### src/rtl/note_text_to_tone_sequencer_macros.svh
// ----------------------------------------------------------------------------
// Note text to tone sequencer: assertion macros
// Shared concurrent assertion forms, clocked on clk and disabled in reset.
// ----------------------------------------------------------------------------
`ifndef NOTE_TEXT_TO_TONE_SEQUENCER_MACROS_SVH
`define NOTE_TEXT_TO_TONE_SEQUENCER_MACROS_SVH

// same-cycle implication
`define NTTSEQ_ASSERT_IMP(label, ante, cons, msg) \
    label: assert property (@(posedge clk) disable iff (!rst_n) (ante) |-> (cons)) \
        else $error(msg);

// next-cycle implication
`define NTTSEQ_ASSERT_NXT(label, ante, cons, msg) \
    label: assert property (@(posedge clk) disable iff (!rst_n) (ante) |=> (cons)) \
        else $error(msg);

`endif

### src/rtl/nttseq_pkg.sv
// ----------------------------------------------------------------------------
// nttseq_pkg
// Types, constants and lookup functions of the note text to tone sequencer.
// ----------------------------------------------------------------------------
package nttseq_pkg;

    localparam int TOKEN_CHARS = 8;
    localparam int LEN_W       = $clog2(TOKEN_CHARS + 1);
    localparam int IDX_W       = $clog2(TOKEN_CHARS);
    localparam int QUEUE_DEPTH = 4;
    localparam int QPTR_W      = $clog2(QUEUE_DEPTH);
    localparam int QCNT_W      = $clog2(QUEUE_DEPTH + 1);

    localparam int FREQ_W = 13;
    localparam int DUR_W  = 14;
    localparam int KEY_W  = 7;
    localparam int MS_W   = 12;
    localparam int OCT_W  = 6;

    localparam int IN_DATA_W  = 16;
    localparam int OUT_DATA_W = 40;

    localparam int CFG_IDX_W = 2;
    localparam logic [CFG_IDX_W-1:0] CFG_TONE_MS       = 2'd0;
    localparam logic [CFG_IDX_W-1:0] CFG_GAP_MS        = 2'd1;
    localparam logic [CFG_IDX_W-1:0] CFG_PAUSE_UNIT_MS = 2'd2;

    localparam logic [MS_W-1:0] TONE_MS_RST       = 12'd500;
    localparam logic [MS_W-1:0] GAP_MS_RST        = 12'd50;
    localparam logic [MS_W-1:0] PAUSE_UNIT_MS_RST = 12'd250;

    localparam logic signed [OCT_W-1:0] OCT_MAX = 6'sb011111;
    localparam logic signed [OCT_W-1:0] OCT_MIN = 6'sb100000;
    localparam logic signed [OCT_W-1:0] OCT_TOP = 6'sd8;

    typedef enum logic [1:0] {
        CMD_NONE,
        CMD_NOTE,
        CMD_PAUSE,
        CMD_ERROR
    } cmd_kind_t;

    typedef struct packed {
        cmd_kind_t        kind;
        logic             term;
        logic [KEY_W-1:0] key;
        logic [1:0]       pause_shift;
    } cmd_t;

    typedef struct packed {
        logic [MS_W-1:0] tone_ms;
        logic [MS_W-1:0] gap_ms;
        logic [MS_W-1:0] pause_unit_ms;
    } cfg_t;

    typedef struct packed {
        logic              is_last;
        logic              is_error;
        logic [KEY_W-1:0]  key_number;
        logic [DUR_W-1:0]  duration_ms;
        logic [FREQ_W-1:0] freq_hz;
    } result_t;

    localparam int NUM_KEYS = 88;

    localparam logic [FREQ_W-1:0] KEY_FREQ [NUM_KEYS] = '{
        13'd28,   13'd29,   13'd31,   13'd33,   13'd35,   13'd37,
        13'd39,   13'd41,   13'd44,   13'd46,   13'd49,   13'd52,
        13'd55,   13'd58,   13'd62,   13'd65,   13'd69,   13'd73,
        13'd78,   13'd82,   13'd87,   13'd92,   13'd98,   13'd104,
        13'd110,  13'd117,  13'd123,  13'd131,  13'd139,  13'd147,
        13'd156,  13'd165,  13'd175,  13'd185,  13'd196,  13'd208,
        13'd220,  13'd233,  13'd247,  13'd262,  13'd277,  13'd294,
        13'd311,  13'd330,  13'd349,  13'd370,  13'd392,  13'd415,
        13'd440,  13'd466,  13'd494,  13'd523,  13'd554,  13'd587,
        13'd622,  13'd659,  13'd698,  13'd740,  13'd784,  13'd831,
        13'd880,  13'd932,  13'd988,  13'd1047, 13'd1109, 13'd1175,
        13'd1245, 13'd1319, 13'd1397, 13'd1480, 13'd1568, 13'd1661,
        13'd1760, 13'd1865, 13'd1976, 13'd2093, 13'd2217, 13'd2349,
        13'd2489, 13'd2637, 13'd2794, 13'd2960, 13'd3136, 13'd3322,
        13'd3520, 13'd3729, 13'd3951, 13'd4186
    };

    // key 1..88 to frequency, 0 off the keyboard
    function automatic logic [FREQ_W-1:0] key_freq(input logic [KEY_W-1:0] key);
        logic [KEY_W-1:0] idx;
        idx = key - 7'd1;
        if (key != '0 && idx < KEY_W'(NUM_KEYS))
            return KEY_FREQ[idx];
        return '0;
    endfunction

    function automatic logic [7:0] to_lower(input logic [7:0] c);
        if (c >= 8'h41 && c <= 8'h5A)
            return c + 8'd32;
        return c;
    endfunction

    // semitone above C of letters A..G
    function automatic logic [3:0] letter_semi(input logic [2:0] letter);
        logic [3:0] semi;
        case (letter)
            3'd0:    semi = 4'd9;
            3'd1:    semi = 4'd11;
            3'd2:    semi = 4'd0;
            3'd3:    semi = 4'd2;
            3'd4:    semi = 4'd4;
            3'd5:    semi = 4'd5;
            3'd6:    semi = 4'd7;
            default: semi = 4'd0;
        endcase
        return semi;
    endfunction

endpackage

### src/rtl/nttseq_front.sv
// ----------------------------------------------------------------------------
// nttseq_front
// Collects text bytes into tokens, tracks the octave and turns each finished
// note, pause or bad token into one command for the back end.
// ----------------------------------------------------------------------------
module nttseq_front
(
    input  logic                            clk,
    input  logic                            rst_n,
    input  logic                            in_valid,
    output logic                            in_ready,
    input  logic [7:0]                      char_code,
    input  logic                            end_of_text,
    input  logic [3:0]                      start_octave,
    input  logic                            queue_full,
    output logic                            push,
    output nttseq_pkg::cmd_t                cmd
);
    import nttseq_pkg::*;

    localparam logic [7:0] CH_SPACE = 8'h20;
    localparam logic [7:0] CH_0     = 8'h30;
    localparam logic [7:0] CH_1     = 8'h31;
    localparam logic [7:0] CH_2     = 8'h32;
    localparam logic [7:0] CH_4     = 8'h34;
    localparam logic [7:0] CH_8     = 8'h38;
    localparam logic [7:0] CH_UA    = 8'h41;
    localparam logic [7:0] CH_UG    = 8'h47;
    localparam logic [7:0] CH_A     = 8'h61;
    localparam logic [7:0] CH_D     = 8'h64;
    localparam logic [7:0] CH_E     = 8'h65;
    localparam logic [7:0] CH_F     = 8'h66;
    localparam logic [7:0] CH_I     = 8'h69;
    localparam logic [7:0] CH_L     = 8'h6C;
    localparam logic [7:0] CH_M     = 8'h6D;
    localparam logic [7:0] CH_N     = 8'h6E;
    localparam logic [7:0] CH_O     = 8'h6F;
    localparam logic [7:0] CH_P     = 8'h70;
    localparam logic [7:0] CH_R     = 8'h72;
    localparam logic [7:0] CH_S     = 8'h73;
    localparam logic [7:0] CH_T     = 8'h74;
    localparam logic [7:0] CH_U     = 8'h75;
    localparam logic [7:0] CH_W     = 8'h77;

    logic [7:0]              chars_reg [TOKEN_CHARS];
    logic [LEN_W-1:0]        len_reg, len_next;
    logic                    ovf_reg, ovf_next;
    logic signed [OCT_W-1:0] oct_reg, oct_next;
    logic                    skip_reg, skip_next;
    logic                    start_reg, start_next;

    logic                    fire;
    logic [LEN_W-1:0]        eff_len;
    logic                    eff_ovf;
    logic signed [OCT_W-1:0] eff_oct;
    logic                    eff_skip;
    logic                    is_space;
    logic                    char_wr;

    logic [7:0]              c0, c1, c2, c3, c4, c5;
    logic [7:0]              l0, l1, l2, l3, l4;
    logic                    tok_empty;
    logic                    is_up, is_down, is_digit, is_pause, oct_ok;
    logic                    sol_hit, let_hit, let_shape_ok;
    logic [2:0]              sol_letter, note_letter;
    logic [3:0]              note_oct;
    logic [KEY_W-1:0]        key_raw;
    logic                    key_ok;
    logic                    cls_bad;
    cmd_t                    cls_cmd;
    logic signed [OCT_W-1:0] cls_oct;

    assign in_ready = !queue_full;
    assign fire     = in_valid && in_ready;

    assign eff_len  = start_reg ? '0 : len_reg;
    assign eff_ovf  = start_reg ? 1'b0 : ovf_reg;
    assign eff_oct  = start_reg ? $signed({2'b00, start_octave}) : oct_reg;
    assign eff_skip = start_reg ? 1'b0 : skip_reg;
    assign is_space = (char_code == CH_SPACE);

    assign c0 = chars_reg[0];
    assign c1 = chars_reg[1];
    assign c2 = chars_reg[2];
    assign c3 = chars_reg[3];
    assign c4 = chars_reg[4];
    assign c5 = chars_reg[5];
    assign l0 = to_lower(c0);
    assign l1 = to_lower(c1);
    assign l2 = to_lower(c2);
    assign l3 = to_lower(c3);
    assign l4 = to_lower(c4);

    // token classifier
    always_comb
    begin
        tok_empty = (eff_len == '0) && !eff_ovf;
        is_up     = (eff_len == LEN_W'(2)) && l0 == CH_U && l1 == CH_P;
        is_down   = (eff_len == LEN_W'(4)) && l0 == CH_D && l1 == CH_O
                    && l2 == CH_W && l3 == CH_N;
        is_digit  = (eff_len == LEN_W'(1)) && c0 >= CH_0 && c0 <= CH_8;
        is_pause  = (eff_len == LEN_W'(6)) && l0 == CH_P && l1 == CH_A
                    && l2 == CH_U && l3 == CH_S && l4 == CH_E
                    && (c5 == CH_1 || c5 == CH_2 || c5 == CH_4);
        oct_ok    = (eff_oct >= 0) && (eff_oct <= OCT_TOP);

        sol_hit    = 1'b1;
        sol_letter = 3'd0;
        if (eff_len == LEN_W'(2) && l0 == CH_D && l1 == CH_O)
            sol_letter = 3'd2;
        else if (eff_len == LEN_W'(2) && l0 == CH_R && l1 == CH_E)
            sol_letter = 3'd3;
        else if (eff_len == LEN_W'(2) && l0 == CH_M && l1 == CH_I)
            sol_letter = 3'd4;
        else if (eff_len == LEN_W'(2) && l0 == CH_F && l1 == CH_A)
            sol_letter = 3'd5;
        else if (eff_len == LEN_W'(3) && l0 == CH_S && l1 == CH_O && l2 == CH_L)
            sol_letter = 3'd6;
        else if (eff_len == LEN_W'(2) && l0 == CH_L && l1 == CH_A)
            sol_letter = 3'd0;
        else if (eff_len == LEN_W'(2) && l0 == CH_T && l1 == CH_I)
            sol_letter = 3'd1;
        else
            sol_hit = 1'b0;

        let_hit      = (c0 >= CH_UA) && (c0 <= CH_UG);
        let_shape_ok = (eff_len == LEN_W'(1))
                       || ((eff_len == LEN_W'(2)) && c1 >= CH_0 && c1 <= CH_8);

        note_letter = sol_hit ? sol_letter : 3'(c0 - CH_UA);
        if (!sol_hit && eff_len == LEN_W'(2))
            note_oct = c1[3:0];
        else
            note_oct = eff_oct[3:0];

        key_raw = 7'({note_oct, 3'b000}) + 7'({note_oct, 2'b00})
                  + 7'(letter_semi(note_letter));
        key_ok  = (key_raw >= 7'd9) && (key_raw <= 7'd96);

        cls_bad              = 1'b0;
        cls_oct              = eff_oct;
        cls_cmd.kind         = CMD_NONE;
        cls_cmd.term         = 1'b0;
        cls_cmd.key          = key_raw - 7'd8;
        cls_cmd.pause_shift  = (c5 == CH_1) ? 2'd0 : (c5 == CH_2) ? 2'd1 : 2'd2;

        if (tok_empty)
            cls_bad = 1'b0;
        else if (eff_ovf)
            cls_bad = 1'b1;
        else if (is_up)
            cls_oct = (eff_oct != OCT_MAX) ? eff_oct + 6'sd1 : eff_oct;
        else if (is_down)
            cls_oct = (eff_oct != OCT_MIN) ? eff_oct - 6'sd1 : eff_oct;
        else if (is_digit)
            cls_oct = $signed({2'b00, c0[3:0]});
        else if (!oct_ok)
            cls_bad = 1'b1;
        else if (is_pause)
            cls_cmd.kind = CMD_PAUSE;
        else if ((sol_hit || (let_hit && let_shape_ok)) && key_ok)
            cls_cmd.kind = CMD_NOTE;
        else
            cls_bad = 1'b1;

        if (cls_bad)
            cls_cmd.kind = CMD_ERROR;
    end

    always_comb
    begin
        len_next   = len_reg;
        ovf_next   = ovf_reg;
        oct_next   = oct_reg;
        skip_next  = skip_reg;
        start_next = start_reg;
        push       = 1'b0;
        cmd        = cls_cmd;
        char_wr    = 1'b0;
        if (fire)
        begin
            len_next   = eff_len;
            ovf_next   = eff_ovf;
            oct_next   = eff_oct;
            skip_next  = eff_skip;
            start_next = 1'b0;
            if (end_of_text)
            begin
                if (!eff_skip)
                begin
                    push     = 1'b1;
                    cmd.term = !cls_bad;
                end
                skip_next  = 1'b0;
                len_next   = '0;
                ovf_next   = 1'b0;
                start_next = 1'b1;
            end
            else if (eff_skip)
            begin
                skip_next = 1'b1;
            end
            else if (is_space)
            begin
                if (!tok_empty)
                begin
                    push      = (cls_cmd.kind != CMD_NONE);
                    oct_next  = cls_oct;
                    skip_next = cls_bad;
                    len_next  = '0;
                    ovf_next  = 1'b0;
                end
            end
            else if (eff_len < LEN_W'(TOKEN_CHARS))
            begin
                char_wr  = 1'b1;
                len_next = eff_len + LEN_W'(1);
            end
            else
            begin
                ovf_next = 1'b1;
            end
        end
    end

    always_ff @(posedge clk or negedge rst_n)
    begin
        if (!rst_n)
        begin
            len_reg   <= '0;
            ovf_reg   <= 1'b0;
            oct_reg   <= '0;
            skip_reg  <= 1'b0;
            start_reg <= 1'b1;
        end
        else
        begin
            len_reg   <= len_next;
            ovf_reg   <= ovf_next;
            oct_reg   <= oct_next;
            skip_reg  <= skip_next;
            start_reg <= start_next;
        end
    end

    always_ff @(posedge clk)
    begin
        if (char_wr)
            chars_reg[eff_len[IDX_W-1:0]] <= char_code;
    end

endmodule

### src/rtl/nttseq_queue.sv
// ----------------------------------------------------------------------------
// nttseq_queue
// Small command FIFO between the token front end and the result back end.
// ----------------------------------------------------------------------------
module nttseq_queue
(
    input  logic             clk,
    input  logic             rst_n,
    input  logic             push,
    input  nttseq_pkg::cmd_t push_cmd,
    input  logic             pop,
    output nttseq_pkg::cmd_t head_cmd,
    output logic             full,
    output logic             empty
);
    import nttseq_pkg::*;

    cmd_t              mem_reg [QUEUE_DEPTH];
    logic [QPTR_W-1:0] wr_ptr_reg, wr_ptr_next;
    logic [QPTR_W-1:0] rd_ptr_reg, rd_ptr_next;
    logic [QCNT_W-1:0] count_reg, count_next;

    assign full     = (count_reg == QCNT_W'(QUEUE_DEPTH));
    assign empty    = (count_reg == '0);
    assign head_cmd = mem_reg[rd_ptr_reg];

    always_comb
    begin
        wr_ptr_next = wr_ptr_reg;
        rd_ptr_next = rd_ptr_reg;
        count_next  = count_reg;
        if (push)
            wr_ptr_next = wr_ptr_reg + QPTR_W'(1);
        if (pop)
            rd_ptr_next = rd_ptr_reg + QPTR_W'(1);
        if (push && !pop)
            count_next = count_reg + QCNT_W'(1);
        else if (pop && !push)
            count_next = count_reg - QCNT_W'(1);
    end

    always_ff @(posedge clk or negedge rst_n)
    begin
        if (!rst_n)
        begin
            wr_ptr_reg <= '0;
            rd_ptr_reg <= '0;
            count_reg  <= '0;
        end
        else
        begin
            wr_ptr_reg <= wr_ptr_next;
            rd_ptr_reg <= rd_ptr_next;
            count_reg  <= count_next;
        end
    end

    always_ff @(posedge clk)
    begin
        if (push)
            mem_reg[wr_ptr_reg] <= push_cmd;
    end

endmodule

### src/rtl/nttseq_back.sv
// ----------------------------------------------------------------------------
// nttseq_back
// Expands queued commands into tone, gap, silence, error and terminator
// results through an output register, one per cycle unless out_ready stalls it.
// ----------------------------------------------------------------------------
`include "note_text_to_tone_sequencer_macros.svh"

module nttseq_back
(
    input  logic                clk,
    input  logic                rst_n,
    input  nttseq_pkg::cfg_t    cfg,
    input  nttseq_pkg::cmd_t    head_cmd,
    input  logic                queue_empty,
    output logic                pop,
    output logic                out_valid,
    input  logic                out_ready,
    output nttseq_pkg::result_t out_result
);
    import nttseq_pkg::*;

    cmd_t       cur_reg;
    logic       cur_valid_reg, cur_valid_next;
    logic [1:0] step_reg, step_next;
    logic       out_valid_reg, out_valid_next;
    result_t    out_reg;
    result_t    res;
    logic       out_free;
    logic       advance;
    logic [1:0] nsteps;
    logic       last_step;

    assign out_free  = !out_valid_reg || out_ready;
    assign advance   = cur_valid_reg && out_free;
    assign last_step = (step_reg == nsteps - 2'd1);
    assign pop       = !queue_empty && (!cur_valid_reg || (advance && last_step));

    always_comb
    begin
        res.is_last     = 1'b1;
        res.is_error    = 1'b0;
        res.key_number  = '0;
        res.duration_ms = '0;
        res.freq_hz     = '0;
        unique case (cur_reg.kind)
            CMD_NOTE:
            begin
                nsteps = 2'd2 + {1'b0, cur_reg.term};
                if (step_reg == 2'd0)
                begin
                    res.is_last     = 1'b0;
                    res.key_number  = cur_reg.key;
                    res.freq_hz     = key_freq(cur_reg.key);
                    res.duration_ms = DUR_W'(cfg.tone_ms);
                end
                else if (step_reg == 2'd1)
                begin
                    res.is_last     = 1'b0;
                    res.duration_ms = DUR_W'(cfg.gap_ms);
                end
            end
            CMD_PAUSE:
            begin
                nsteps = 2'd1 + {1'b0, cur_reg.term};
                if (step_reg == 2'd0)
                begin
                    res.is_last     = 1'b0;
                    res.duration_ms = DUR_W'(cfg.pause_unit_ms) << cur_reg.pause_shift;
                end
            end
            CMD_ERROR:
            begin
                nsteps       = 2'd1;
                res.is_error = 1'b1;
            end
            default:
            begin
                nsteps = 2'd1;
            end
        endcase
    end

    always_comb
    begin
        cur_valid_next = cur_valid_reg;
        step_next      = step_reg;
        out_valid_next = out_valid_reg;
        if (pop)
        begin
            cur_valid_next = 1'b1;
            step_next      = 2'd0;
        end
        else if (advance && last_step)
        begin
            cur_valid_next = 1'b0;
        end
        else if (advance)
        begin
            step_next = step_reg + 2'd1;
        end
        if (advance)
            out_valid_next = 1'b1;
        else if (out_ready)
            out_valid_next = 1'b0;
    end

    always_ff @(posedge clk or negedge rst_n)
    begin
        if (!rst_n)
        begin
            cur_valid_reg <= 1'b0;
            step_reg      <= 2'd0;
            out_valid_reg <= 1'b0;
        end
        else
        begin
            cur_valid_reg <= cur_valid_next;
            step_reg      <= step_next;
            out_valid_reg <= out_valid_next;
        end
    end

    always_ff @(posedge clk)
    begin
        if (pop)
            cur_reg <= head_cmd;
        if (advance)
            out_reg <= res;
    end

    assign out_valid  = out_valid_reg;
    assign out_result = out_reg;

    `NTTSEQ_ASSERT_IMP(a_step_in_range, cur_valid_reg, step_reg < nsteps, "step past command end")
    `NTTSEQ_ASSERT_IMP(a_pop_nonempty, pop, !queue_empty, "pop from empty queue")
    `NTTSEQ_ASSERT_IMP(a_tone_not_last, out_valid_reg && out_reg.key_number != '0,
        out_reg.freq_hz != '0 && !out_reg.is_last && !out_reg.is_error, "bad tone result")
    `NTTSEQ_ASSERT_NXT(a_gap_follows_tone, advance && cur_reg.kind == CMD_NOTE && step_reg == 2'd0,
        cur_valid_reg && step_reg == 2'd1, "gap does not follow tone")

endmodule

### src/rtl/note_text_to_tone_sequencer.sv
// A token's results pass the command queue, the current-command register and the
// output register after the byte closing the token. Throughput: 1 text byte per
// cycle while the queue is not full; the back end gives 1 result per cycle unless
// m_axis_tready stalls it, up to 3 per token, and the 4-entry command queue absorbs
// the difference before ready drops. Reset (rst_n, async, low): control state
// cleared, octave 0, text start pending, config to 500/50/250 ms; no clearing pass.
// ----------------------------------------------------------------------------
// note_text_to_tone_sequencer
// Turns a space-separated note text into a stream of tone items.
// ----------------------------------------------------------------------------
module note_text_to_tone_sequencer
(
    input  logic                                 clk,
    input  logic                                 rst_n,
    input  logic                                 s_axis_tvalid,
    output logic                                 s_axis_tready,
    // [7:0] char_code, [11:8] start_octave, [15:12] zero
    input  logic [nttseq_pkg::IN_DATA_W-1:0]     s_axis_tdata,
    input  logic                                 s_axis_tlast,
    output logic                                 m_axis_tvalid,
    input  logic                                 m_axis_tready,
    // [12:0] freq_hz, [26:13] duration_ms, [33:27] key_number, [39:34] zero
    output logic [nttseq_pkg::OUT_DATA_W-1:0]    m_axis_tdata,
    // [0] is_error
    output logic                                 m_axis_tuser,
    output logic                                 m_axis_tlast,
    input  logic                                 cfg_valid,
    output logic                                 cfg_ready,
    input  logic [nttseq_pkg::CFG_IDX_W-1:0]     cfg_index,
    input  logic [nttseq_pkg::MS_W-1:0]          cfg_data
);
    import nttseq_pkg::*;

    cfg_t    cfg_reg;
    cmd_t    push_cmd, head_cmd;
    logic    push, pop, q_full, q_empty;
    result_t res;

    assign cfg_ready = 1'b1;

    always_ff @(posedge clk or negedge rst_n)
    begin
        if (!rst_n)
        begin
            cfg_reg.tone_ms       <= TONE_MS_RST;
            cfg_reg.gap_ms        <= GAP_MS_RST;
            cfg_reg.pause_unit_ms <= PAUSE_UNIT_MS_RST;
        end
        else if (cfg_valid && cfg_ready)
        begin
            case (cfg_index)
                CFG_TONE_MS:       cfg_reg.tone_ms       <= cfg_data;
                CFG_GAP_MS:        cfg_reg.gap_ms        <= cfg_data;
                CFG_PAUSE_UNIT_MS: cfg_reg.pause_unit_ms <= cfg_data;
                default:           ;
            endcase
        end
    end

    nttseq_front u_front
    (
        .clk          (clk),
        .rst_n        (rst_n),
        .in_valid     (s_axis_tvalid),
        .in_ready     (s_axis_tready),
        .char_code    (s_axis_tdata[7:0]),
        .end_of_text  (s_axis_tlast),
        .start_octave (s_axis_tdata[11:8]),
        .queue_full   (q_full),
        .push         (push),
        .cmd          (push_cmd)
    );

    nttseq_queue u_queue
    (
        .clk      (clk),
        .rst_n    (rst_n),
        .push     (push),
        .push_cmd (push_cmd),
        .pop      (pop),
        .head_cmd (head_cmd),
        .full     (q_full),
        .empty    (q_empty)
    );

    nttseq_back u_back
    (
        .clk         (clk),
        .rst_n       (rst_n),
        .cfg         (cfg_reg),
        .head_cmd    (head_cmd),
        .queue_empty (q_empty),
        .pop         (pop),
        .out_valid   (m_axis_tvalid),
        .out_ready   (m_axis_tready),
        .out_result  (res)
    );

    assign m_axis_tdata = {6'b000000, res.key_number, res.duration_ms, res.freq_hz};
    assign m_axis_tuser = res.is_error;
    assign m_axis_tlast = res.is_last;

endmodule
### config.mk
export PLATFORM = sky130hd
export DESIGN_NAME = note_text_to_tone_sequencer
export DESIGN_NICKNAME = d
export VERILOG_FILES = /design/src/rtl/nttseq_pkg.sv /design/src/rtl/nttseq_front.sv /design/src/rtl/nttseq_queue.sv /design/src/rtl/nttseq_back.sv /design/src/rtl/note_text_to_tone_sequencer.sv
export VERILOG_INCLUDE_DIRS = /design/src /design/src/rtl
export SDC_FILE = /design/constraint.sdc
export NUM_CORES = 1
export LEC_CHECK = 0
export CAP_MARGIN = 25
export CORE_MARGIN = 4
export CORE_UTILIZATION = 60
export DETAILED_ROUTE_END_ITERATION = 8
export DONT_BUFFER_PORTS = 1
export PLACE_DENSITY = 0.81
export SLEW_MARGIN = 20
export SYNTH_ARGS = -nofsm -noshare
export SYNTH_HDL_FRONTEND = slang
export SYNTH_SLANG_ARGS = --single-unit
export TNS_END_PERCENT = 30
### constraint.sdc
create_clock -name clk -period 6.3 [get_ports clk]
set_input_delay 1.89 -clock clk [delete_from_list [all_inputs] [get_ports clk]]
set_output_delay 1.89 -clock clk [all_outputs]
set_load 0.02 [all_outputs]
# --- Word level (Yosys, flattened, before mapping) ---
# Memory sizes are Yosys's and may differ from the RTL's. A register that Yosys moved wholly into a read port is not among the register bits.
# Index checks and enable logic that the tools add are counted.
classes:
  eq_ne: 45
  n_mux: 120
  reduce_logical: 83
  addsub: 21
  shifts: 1
  n_lt_le_gt_ge: 21
  bitwise: 1
op_table:
  columns: ["operator", "n"]
  rows:
  - ["8-bit by 7-bit equality test with 1-bit output, second input constant", 20]
  - ["8-bit two-way mux", 10]
  - ["6-bit two-way mux", 11]
  - ["1-bit two-way mux", 63]
  - ["1-bit logical AND", 50]
  - ["8-bit by 7-bit <= comparator with 1-bit output, second input constant", 6]
  - ["8-bit by 6-bit adder with 8-bit output, second input constant", 5]
  - ["8-bit by 7-bit greater-or-equal comparator with 1-bit output, second input constant", 5]
  - ["8-bit by 6-bit equality test with 1-bit output, second input constant", 4]
  - ["14-bit two-way mux", 2]
  - ["4-bit two-way mux", 7]
  - ["14-bit case mux with 2 select lines", 1]
  - ["3-bit two-way mux", 9]
  - ["2-bit two-way mux", 13]
  - ["4-bit case mux with 6 select lines", 1]
  - ["8-bit by 6-bit greater-or-equal comparator with 1-bit output, second input constant", 2]
  - ["8-bit by 6-bit <= comparator with 1-bit output, second input constant", 2]
  - ["12-bit by 2-bit left shift with 14-bit output", 1]
  - ["3-bit equality test, second input constant", 4]
  - ["12-bit two-way mux", 1]
  - ["6-bit != test, second input constant", 2]
  - ["1-bit zero test", 10]
  - ["2-bit AND reduction", 5]
  - ["2-bit nonzero test", 5]
  - ["other kinds (37)", 53]
totals:
  memories: 3
  elab_cells: 313
  rom_bits: 1664
  ram_bits: 112
  ff_bits: 83
  output_inout_bits: 45
memory_table:
  columns: ["memory", "depth", "width", "read_ports", "rd_ports_with_merged_regs", "wr", "line_no", "text"]
  rows:
  - ["(name not given)", 128, 13, 1, 1, 0, "nttseq_pkg.sv:89", "return KEY_FREQ[idx];"]
  - ["u_front.chars_reg", 8, 8, 6, 0, 1, "nttseq_front.sv:45", "logic [7:0] chars_reg [TOKEN_CHARS];"]
  - ["u_queue.mem_reg", 4, 12, 1, 1, 1, "nttseq_queue.sv:18", "cmd_t mem_reg [QUEUE_DEPTH];"]

# --- Logic depth before layout (Yosys ltp) ---
# Gate-level depths: netlist (run 1).
# An unclocked memory read counts as a cell.
logic_depth:
  ltp_word: 42
  depth_mapped: 27
  depth_no_buf: 24

# --- Modules after synthesis ---
# From an unflattened synthesis (run 1), not the netlist that was laid out.
unflattened:
  cells_unflattened: 1091
  hier_area_um2: 11989.0
modules_own_cells:
  columns: ["mod", "area_per_inst_um2", "cells_each", "n_inst"]
  rows:
  - ["nttseq_front", 4354.2, 457, 1]
  - ["nttseq_back", 4046.4, 450, 1]
  - ["nttseq_queue", 2153.3, 97, 1]
  - ["note_text_to_tone_sequencer", 1435.1, 87, 1]

# --- Least setup slack after synthesis (run 1) ---
# No wires, ideal clock.
synth_timing:
  path_kind: "reg2reg"
  startpoint: "register u_front.start_reg"
  endpoint: "memory u_queue.mem_reg[0][11] (netlist bit) (data pin)"
  path_stages_with_launch: 27
  setup_slack_ns: 0.818
  t_arrival_ns: 5.209
  cell_sequence: "dfstp_2 buf_2 clkbuf_1 clkbuf_1 nand2b_1 inv_1 ha_1 nand3_1 a211o_1 nand2_1 or3_1 nand3_1 nand3_1 a21oi_1 inv_1 fa_1 inv_1 ha_1 inv_1 fa_1 xor2_1 nand3_1 and2_1 o21ai_0 a31oi_1 o31ai_2 nand2_1"
synth_rtl:
  columns: ["element", "line_no", "text"]
  rows:
  - ["from (decl)", "nttseq_front.sv:50", "logic start_reg, start_next;"]
  - ["from (signal assigned)", "nttseq_front.sv:242", "start_reg <= start_next;"]
  - ["to (decl)", "nttseq_queue.sv:18", null]

==> results of run 1 <==
[cell type report]
class / count / area (sq um) / area share
Clock buffer: 32 / 629 / 0.0496
Sequential cell: 204 / 5850 / 0.460
Timing Repair Buffer: 19 / 146 / 0.0115
Tap cell: 260 / 325 / 0.0256
Multi-Input combinational cell: 753 / 5470 / 0.431
Inverter: 48 / 180 / 0.0142
Clock inverter: 8 / 93.8 / 0.00739
[per-layer routing]
metal	up-vias	global-route usage	part of all wire
li1	3956	-	-
met1	4151	0.300	0.40
met2	346	0.411	0.50
met3	73	0.0426	0.065
met4	2	0.0808	0.031
met5	-	0	0.00068
[worst paths after layout]
kind                                          from                      to  depth (start not counted)
max in group asynchronous                    rst_n       u_front.start_reg                          0
hold reg to reg                 u_front.oct_reg[1]      u_front.oct_reg[1]                          2
hold / removal                  u_front.oct_reg[1]      u_front.oct_reg[1]                          2
setup / recovery           u_front.chars_reg[0][3]  u_queue.mem_reg[2][11]                         22
setup reg to reg           u_front.chars_reg[0][3]  u_queue.mem_reg[2][11]                         22
min in group asynchronous                    rst_n             cfg_reg[24]                          0
[where the power goes]
| part | internal (W) | switching, W |
|---|---|---|
| clock network | 0.000745 | 0.000521 |
| logic | 0.00120 | 0.00187 |
| registers | 0.00197 | 0.000372 |
| total | 0.00392 | 0.00276 |
[cells by family after synthesis]
family	Yosys count	share of synthesized area
flip-flops	204	0.498
other	2	0.000640
adder cells (fa/ha/maj)	55	0.0606
XOR/XNOR	25	0.0187
AO/OA/AOI/OAI	244	0.142
buffers and inverters	110	0.0396
multiplexers	78	0.0882
AND/OR/NAND/NOR	344	0.153
[worst register-to-register path: stages (launching register included)]
cell	delay [ps]
sky130_fd_sc_hd__edfxtp_1	640
sky130_fd_sc_hd__nor4b_1	470
sky130_fd_sc_hd__nand3_1	140
sky130_fd_sc_hd__or4_1	460
sky130_fd_sc_hd__nand2_1	150
sky130_fd_sc_hd__or3_1	130
sky130_fd_sc_hd__nand3_1	90
sky130_fd_sc_hd__nand3_1	240
sky130_fd_sc_hd__nor2_1	80
sky130_fd_sc_hd__a21oi_1	200
sky130_fd_sc_hd__inv_1	90
sky130_fd_sc_hd__fa_1	470
sky130_fd_sc_hd__inv_1	70
sky130_fd_sc_hd__ha_1	170
sky130_fd_sc_hd__inv_1	60
sky130_fd_sc_hd__fa_1	370
sky130_fd_sc_hd__xor2_1	360
sky130_fd_sc_hd__nand3_1	150
sky130_fd_sc_hd__and2_1	190
sky130_fd_sc_hd__o21ai_0	170
sky130_fd_sc_hd__a31oi_1	120
sky130_fd_sc_hd__o31ai_2	260
sky130_fd_sc_hd__nand2_1	150
[stage by stage]
stage	area, sq um	hold slack (ps)	power [W]
after global routing	12700	522	0.00715
after detailed placement	12000	478	0.00538
after global placement	12000	464	0.00528
final	12700	484	0.00668
after floorplan	11800	448	0.00463
after CTS	12700	493	0.00666
[cell usage after synthesis (all sizes together) (7+ instances only)]
cell	number	area, sq um
edfxtp	144	4320
nor2	84	315
nand2	79	297
a21oi	75	375
mux2	53	597
ha	52	651
o21ai	50	254
inv	47	176
dfrtp	44	1100
clkbuf	38	143
nor3	29	145
buf	24	141
nand3	24	120
a211oi	16	125
dfstp	16	420
mux4	15	338
nand2b	15	93.8
nor4	15	109
xnor2	14	123
and2	13	83.8
and3	13	81.3
nor2b	13	81.3
a22oi	12	118
a31oi	12	96.3
o211ai	12	90.1
xor2	11	96.3
mux2i	10	100
nand3b	10	75.1
or3	9	56.3
a311oi	7	61.3
nand4	7	43.8
nor4b	7	61.3
or4	7	52.6
==> flow_summary.ini, run 1 <==
[place]
port_buffers = 0
finalWeightedCongestion = 0.944
worst_setup_slack_before_clock_tree_synthesis_ps = 881
dpl_cells = 1284
hpwl_um = 18300

[drt]
wl_final_um = 26300
drt-wirelength-per-cell_um = 19.9
drt.antenna.violating_nets = 0
dr.pass1.iters = 5
vias = 8528
remaining_drc_errors = 0
via_per_inst = 6.44
starting_drc_count_in_detailed_routing = 576

[setup_path]
cp-end-kind = flop
critPathArrivalTime_ps = 5700
worstPathBufferInverterCount = 3
cp_slowest_cell = sky130_fd_sc_hd__edfxtp_1
worst-r2r-setup-slack_ps = 830
cp.required_ps = 6520
crit_path_frequent_cell = sky130_fd_sc_hd__nand3_1
timing.critical_path.slowest_cell_delay_ps = 640
path_delay_family = simple AND/OR/NAND/NOR gates
kind_of_start_point_of_the_critical_path = flop
timing_worst_setup_path_type = reg2reg
critical_path_peak_fanout = 19
timing.critical_path.cells = nor4b_1 > nand3_1 > or4_1 > nand2_1 > or3_1 > nand3_1 > nand3_1 > nor2_1 > a21oi_1 > inv_1 > fa_1 > inv_1 > ha_1 > inv_1 > fa_1 > xor2_1 > nand3_1 > and2_1 > o21ai_0 > a31oi_1 > o31ai_2 > nand2_1

[timing]
max-slew-margin-rel = 0.391
finalWorstPathRequiredPeriod_ps = 5470
fmaxAchievable_mhz = 183
skew_ps = 22.0
final_hold_viol_count = 0
share_of_the_cycle_needed_by_the_critical_path_after_routing = 0.869
worst-slew-pin-transition_ps = 910
finalSetupViolations = 0
postLayoutSetupSlackWorst_ps = 828
final_slew_viol_count = 0
fin_setup_tns_ps = 0
unrepaired_setup_endpoints_after_global_routing = no

[cells_and_area]
final_util = 0.670
layout_commonest_cell = sky130_fd_sc_hd__edfxtp_1
post_route_cells_drive_above_1_share = 0.151
num-nets-final = 1139
antenna_cells_inserted = 0
mostFrequentLayoutCells = sky130_fd_sc_hd__edfxtp_1, sky130_fd_sc_hd__nor2_1, sky130_fd_sc_hd__nand2_1
syn_to_final_growth_pct = 8.19
final.fill_count = 1393
layout.cells.non_filler = 1324

[grt]
grt_start_max_net_pins = 61
via_count_of_the_first_global_routing_pass = 8307
overflow = 0
globalRouteTotalUtil = 0.236
grt_antenna_before_repair = 1
grt_pass1_wl_um = 42400

[floorplanning]
rows = 50
starting_density_of_the_core = 0.619
die-height_um = 148
die-area_sq_um = 21900
fp.coreArea_sq_um = 19000
ioPinCount = 81
die_w_um = 148

[clock_tree]
cts_root_cell = sky130_fd_sc_hd__clkbuf_16
cts-hold-fix-buffers = 0
htreeDepth = 1
clock_latency_ps = 510
clkTransAtPathRegs_ps = 60
cts.sink_count = 204
cts_repair_resize_count = 0
tritoncts.num_buffers = 22
cts_tree = yes
clockBufferDepth = 3
post-cts-setup-buffers = 0

[power]
power.density_nw_per_um2 = 526
vdd.ir_drop.worst_uv = 248
static-leakage-power_nw = 4.68

[yosys]
synthCells = 1062
yosys_register_bits = 204
synth_flop_cell = sky130_fd_sc_hd__edfxtp_1
synthDistinctLibCells = 87
syn_avg_cell_area_sq_um = 11.0
synthesis_warning_total = 0
synth-seq-area-share = 0.498
synthArstFlopShare = 0.294
synth_area_sq_um = 11700
synth-edff-count = 144

[run]
maximum_capacitance_violations = 0

[outcome]
outcome = completed

[min_path]
hold_path.class = reg2reg
No activity file was read; power rests on OpenSTA's default activity.
==> inputs of run 2 (changes only) <==
--- a/config.mk
+++ b/config.mk
@@ -7,11 +7,12 @@
 export NUM_CORES = 1
 export LEC_CHECK = 0
 export CAP_MARGIN = 25
-export CORE_MARGIN = 4
-export CORE_UTILIZATION = 60
+export CELL_PAD_IN_SITES_DETAIL_PLACEMENT = 1
+export CELL_PAD_IN_SITES_GLOBAL_PLACEMENT = 1
+export CORE_UTILIZATION = 52
 export DETAILED_ROUTE_END_ITERATION = 8
 export DONT_BUFFER_PORTS = 1
-export PLACE_DENSITY = 0.81
+export PLACE_DENSITY = 0.86
 export SLEW_MARGIN = 20
 export SYNTH_ARGS = -nofsm -noshare
 export SYNTH_HDL_FRONTEND = slang
==> run 2 against run 1 <==
Compared with the run above:
- the run now ends with design-rule violations left
- setup slack got worse by 290 ps
- flip-flop and latch count did not move
- cell count is 1.9% higher
- clock power up 11%
- combinational power up 10%
==> flow_summary.ini, run 2 (synthesized netlist as in run 1, its figures left out) <==
[timing]
final.hold.worst_slack_ps = 502
final_slew_viol_count = 0
final_hold_viol_count = 0
finalSetupViolations = 0
skew_ps = 25.6
fin_setup_tns_ps = 0
unrepaired_setup_endpoints_after_global_routing = no
worst-slew-pin-transition_ps = 979
fmaxAchievable_mhz = 173
finalWorstPathRequiredPeriod_ps = 5770
max-slew-margin-rel = 0.338
share_of_the_cycle_needed_by_the_critical_path_after_routing = 0.915

[setup_path]
worstPathBufferInverterCount = 3
cp.required_ps = 6670
reg2regPathDepth = 23
critPathArrivalTime_ps = 6140
path_delay_family = simple AND/OR/NAND/NOR gates
cp_slowest_cell = sky130_fd_sc_hd__dfstp_2
cp_depth = 23
cp-end-kind = flop
crit_path_frequent_cell = sky130_fd_sc_hd__nand3_1
timing.critical_path.slowest_cell_delay_ps = 640
timing.critical_path.cells = nand2b_1 > inv_1 > ha_1 > nand3_1 > a211o_1 > nand2_1 > or3_1 > nand3_1 > nand3_1 > a21oi_1 > inv_1 > fa_1 > inv_1 > ha_1 > a21o_1 > a21oi_1 > xor2_1 > nand3_1 > and2_1 > o21ai_0 > a31oi_1 > o31ai_4 > and3_1
kind_of_start_point_of_the_critical_path = flop
timing_worst_setup_path_type = reg2reg
critical_path_peak_fanout = 11

[cells_and_area]
mostFrequentLayoutCells = sky130_fd_sc_hd__edfxtp_1, sky130_fd_sc_hd__nor2_1, sky130_fd_sc_hd__nand2_1
num-nets-final = 1144
final.fill_count = 2234
syn_to_final_growth_pct = 9.37
layout_commonest_cell = sky130_fd_sc_hd__edfxtp_1
post_route_cells_drive_above_1_share = 0.158
antenna_cells_inserted = 0

[grt]
grt_pass1_wl_um = 52900
grt_start_max_net_pins = 61
overflow = 0
grt_antenna_before_repair = 0
globalRouteTotalUtil = 0.291
via_count_of_the_first_global_routing_pass = 9391

[floorplanning]
die_w_um = 152
die-height_um = 152
fp.coreArea_sq_um = 22000
die-area_sq_um = 23200
starting_density_of_the_core = 0.534
ioPinCount = 81
rows = 54

[drt]
via_per_inst = 6.57
starting_drc_count_in_detailed_routing = 542
remaining_drc_errors = 11
drt.antenna.violating_nets = 0
dr.pass1.iters = 7
vias = 8860
wl_final_um = 33500
drt-wirelength-per-cell_um = 24.8

[place]
port_buffers = 0
hpwl_um = 23500
finalWeightedCongestion = 0.933

[power]
static-leakage-power_nw = 4.74
totalPowerFinal_w = 0.00718
vdd.ir_drop.worst_uv = 267
power.density_nw_per_um2 = 559

[clock_tree]
cts.sink_count = 204
post-cts-setup-buffers = 0
clock_latency_ps = 540
cts_root_cell = sky130_fd_sc_hd__clkbuf_16
cts_tree = yes
tritoncts.num_buffers = 23
htreeDepth = 1
clkTransAtPathRegs_ps = 60
cts-hold-fix-buffers = 0
clockBufferDepth = 3

[outcome]
outcome = finished with violations
failing_checks = design-rule violations

[run]
maximum_capacitance_violations = 0

[min_path]
hold_path.class = reg2reg
holdPathStages = 2
## run 2: cell types whose count changed in the layout (fill, tap and decap cells not counted), sizes merged
cell,before,now
buf,19,23
bufinv,1,3
clkbuf,32,29
clkinv,3,8
clkinvlp,2,0
inv,50,49
## run 2: final cells by class
class | count | area, sq um | share of cell area
Clock buffer | 29 | 628 | 0.0489
Inverter | 48 | 180 | 0.0140
Clock inverter | 12 | 163 | 0.0127
Sequential cell | 204 | 5850 | 0.455
Tap cell | 280 | 350 | 0.0273
Multi-Input combinational cell | 753 | 5490 | 0.428
Timing Repair Buffer | 23 | 176 | 0.0137
## run 2: final timing paths
kind                                         end          startpoint  slack [ps]
setup / recovery           u_queue.mem_reg[3][9]   u_front.start_reg         530
hold / removal                u_front.oct_reg[1]  u_front.oct_reg[1]         500
setup reg to reg           u_queue.mem_reg[3][9]   u_front.start_reg         530
hold reg to reg               u_front.oct_reg[1]  u_front.oct_reg[1]         500
max in group asynchronous      u_front.start_reg               rst_n        5040
min in group asynchronous            cfg_reg[14]               rst_n        1040
## run 2: tightest hold or removal path, cell delays in order (launching register included)
cell                      delay, ps
sky130_fd_sc_hd__dfrtp_1        350
sky130_fd_sc_hd__nand2_1         50
sky130_fd_sc_hd__o21ai_0         60
## run 2: timing repair
item,4_1_cts,5_1_grt
resized for setup,0,1
endpoints found under the setup margin,0,5
endpoints found under the hold margin,0,0
## run 2: where the power goes
| part | total [W] | leakage, nW | switching (W) | internal (W) |
|---|---|---|---|---|
| Sequential | 0.00238 | 2.04 | 0.000409 | 0.00197 |
| Combinational | 0.00339 | 2.31 | 0.00214 | 0.00125 |
| Clock | 0.00141 | 0.389 | 0.000572 | 0.000836 |
| Total | 0.00718 | 4.74 | 0.00312 | 0.00406 |
## run 2: per-layer routing
metal  up-vias  routed length [um]  global-route usage
met3       117                1910              0.0427
met1      4419               12400               0.334
met4         0                1570               0.136
met5         -                   0                   0
met2       372               17600               0.534
li1       3952                   -                   -
## run 2: metrics by stage
stage,setup WS (ps),cell area (sq um),instances,util
final,535,12800,1349,0.584
after global routing,79.1,12800,1349,0.584
after CTS,487,12800,1348,0.583
after detailed placement,506,12000,1307,0.547
after global placement,783,12000,1306,0.547
after floorplan,818,11800,1067,-
==> inputs of run 3 (changes only) <==
--- a/config.mk
+++ b/config.mk
@@ -9,10 +9,10 @@
 export CAP_MARGIN = 25
 export CELL_PAD_IN_SITES_DETAIL_PLACEMENT = 1
 export CELL_PAD_IN_SITES_GLOBAL_PLACEMENT = 1
-export CORE_UTILIZATION = 52
+export CORE_UTILIZATION = 56
 export DETAILED_ROUTE_END_ITERATION = 8
 export DONT_BUFFER_PORTS = 1
-export PLACE_DENSITY = 0.86
+export PLACE_DENSITY = 0.91
 export SLEW_MARGIN = 20
 export SYNTH_ARGS = -nofsm -noshare
 export SYNTH_HDL_FRONTEND = slang
==> constraint.sdc (replaced) <==
create_clock -name clk -period 7.2 [get_ports clk]
set_input_delay 2.16 -clock clk [delete_from_list [all_inputs] [get_ports clk]]
set_output_delay 2.16 -clock clk [all_outputs]
set_load 0.02 [all_outputs]
==> run 3 against run 2 <==
Compared with the run above:
- the flow now finishes without violations
- sequential power fell by 11%
- combinational power shrank 8.8%
- total power down 11%
- worst hold slack improved by 8.9 ps
- design area decreased by 1.1%
- maximum frequency decreased by 12%
- largest power group unchanged
==> flow_summary.ini, run 3 (synthesized netlist as in run 1, its figures left out) <==
[grt]
grt_antenna_before_repair = 0
globalRouteTotalUtil = 0.337
via_count_of_the_first_global_routing_pass = 9707
grt_start_max_net_pins = 61
overflow = 0
grt_pass1_wl_um = 56100

[floorplanning]
ioPinCount = 81
die-area_sq_um = 21500
starting_density_of_the_core = 0.576
die_w_um = 147
rows = 52
fp.coreArea_sq_um = 20400
die-height_um = 147

[cells_and_area]
syn_to_final_growth_pct = 8.13
regArea_sq_um = 5850
multi_input_area_sq_um = 5480
num-nets-final = 1135
mostFrequentLayoutCells = sky130_fd_sc_hd__edfxtp_1, sky130_fd_sc_hd__nor2_1, sky130_fd_sc_hd__nand2_1
layout.cells.non_filler = 1329
layout_commonest_cell = sky130_fd_sc_hd__edfxtp_1
antenna_cells_inserted = 0
final.fill_count = 2060
post_route_cells_drive_above_1_share = 0.149

[power]
power.density_nw_per_um2 = 502
vdd.ir_drop.worst_uv = 245
static-leakage-power_nw = 4.67

[setup_path]
worstSetupStartpoint = u_front.start_reg
reg2reg_from = u_front.start_reg
timing_worst_setup_path_type = reg2reg
kind_of_start_point_of_the_critical_path = flop
worst-r2r-setup-slack_ps = 650
critical_path_peak_fanout = 29
critPathArrivalTime_ps = 6890
cp.required_ps = 7540
cp-end-kind = flop

[timing]
final_hold_viol_count = 0
finalSetupViolations = 0
fin_setup_tns_ps = 0
fmaxAchievable_mhz = 153
final_slew_viol_count = 0
share_of_the_cycle_needed_by_the_critical_path_after_routing = 0.909
worst-slew-pin-transition_ps = 1070
unrepaired_setup_endpoints_after_global_routing = no
final.hold.worst_slack_ps = 511
postLayoutSetupSlackWorst_ps = 654
max-slew-margin-rel = 0.278
finalWorstPathRequiredPeriod_ps = 6550
skew_ps = 15.8

[drt]
vias = 9303
drt-wirelength-per-cell_um = 28.3
via_per_inst = 7.00
remaining_drc_errors = 0
starting_drc_count_in_detailed_routing = 896
wl_final_um = 37600
dr.pass1.iters = 6
drt.antenna.violating_nets = 0

[place]
hpwl_um = 22700
port_buffers = 0
dpl_cells = 1290
finalWeightedCongestion = 0.895
worst_setup_slack_before_clock_tree_synthesis_ps = 902

[min_path]
hold_path.class = reg2reg
hold_path.startpoint = u_front.oct_reg[1]

[clock_tree]
cts_repair_resize_count = 0
cts_tree = yes
cts-hold-fix-buffers = 0
clock_latency_ps = 520
cts_root_cell = sky130_fd_sc_hd__clkbuf_16
post-cts-setup-buffers = 0
clkTransAtPathRegs_ps = 60
tritoncts.num_buffers = 22
cts.sink_count = 204
htreeDepth = 1
clockBufferDepth = 3

[outcome]
outcome = completed

[run]
maximum_capacitance_violations = 0
==> run 3: cell count changes in the layout (fill, tap and decap cells not counted), sizes merged <==
| cell | before | now |
|---|---|---|
| inv | 49 | 48 |
| clkbuf | 29 | 26 |
| clkinv | 8 | 9 |
| bufinv | 3 | 2 |
| buf | 23 | 15 |
| clkinvlp | 0 | 2 |
==> run 3: worst max-delay path, stage by stage (launching register included) <==
cell and delay, ps:
sky130_fd_sc_hd__dfstp_2 900, sky130_fd_sc_hd__nand2b_1 280, sky130_fd_sc_hd__inv_1 110, sky130_fd_sc_hd__ha_1 290
sky130_fd_sc_hd__nand3_1 230, sky130_fd_sc_hd__a211o_1 170, sky130_fd_sc_hd__nand2_1 100, sky130_fd_sc_hd__or3_1 370
sky130_fd_sc_hd__nand3_1 140, sky130_fd_sc_hd__nand3_1 260, sky130_fd_sc_hd__a21oi_1 320, sky130_fd_sc_hd__inv_1 100
sky130_fd_sc_hd__fa_1 460, sky130_fd_sc_hd__inv_1 80, sky130_fd_sc_hd__ha_1 180, sky130_fd_sc_hd__inv_1 60
sky130_fd_sc_hd__fa_1 380, sky130_fd_sc_hd__xor2_1 440, sky130_fd_sc_hd__nand3_1 200, sky130_fd_sc_hd__and2_1 190
sky130_fd_sc_hd__o21ai_0 170, sky130_fd_sc_hd__a31oi_1 120, sky130_fd_sc_hd__o31ai_2 460, sky130_fd_sc_hd__and3_1 350
==> run 3: layout make-up <==
cell class              count  share of cell area
clock buffers              26              0.0470
clock inverters            13              0.0104
inverters                  48              0.0142
multi-input cells         753               0.432
flip-flops and latches    204               0.461
well taps                 270              0.0266
repair buffers             15             0.00888
==> run 3: metrics by stage <==
stage          instance area, sq um   util  power (W)
6_report                      12700  0.623    0.00637
5_1_grt                       12700  0.623    0.00660
4_1_cts                       12700  0.622    0.00619
3_3_place_gp                  11900  0.587    0.00465
3_5_place_dp                  11900  0.587    0.00492
2_1_floorplan                 11800      -    0.00405
==> run 3: power by group <==
| group | internal (W) | total [W] | switching [W] |
|---|---|---|---|
| clock | 0.000667 | 0.00116 | 0.000489 |
| sequential | 0.00173 | 0.00212 | 0.000391 |
| combinational | 0.00107 | 0.00309 | 0.00202 |
==> run 3: final timing paths <==
path / end / cells after the start
min reg2reg: u_front.oct_reg[1] / 2
min in group asynchronous: cfg_reg[0] / 0
max reg2reg: u_queue.mem_reg[3][9] / 23
max in group asynchronous: u_front.start_reg / 0
max: u_queue.mem_reg[3][9] / 23
min: u_front.oct_reg[1] / 2
==> run 3: routing by layer <==
metal  up-vias  share of wire  GRT usage
met2       547           0.52      0.624
met5         -              0          0
met4         0          0.058      0.143
li1       3946              -          -
met1      4629           0.35      0.389
met3       181          0.069     0.0444
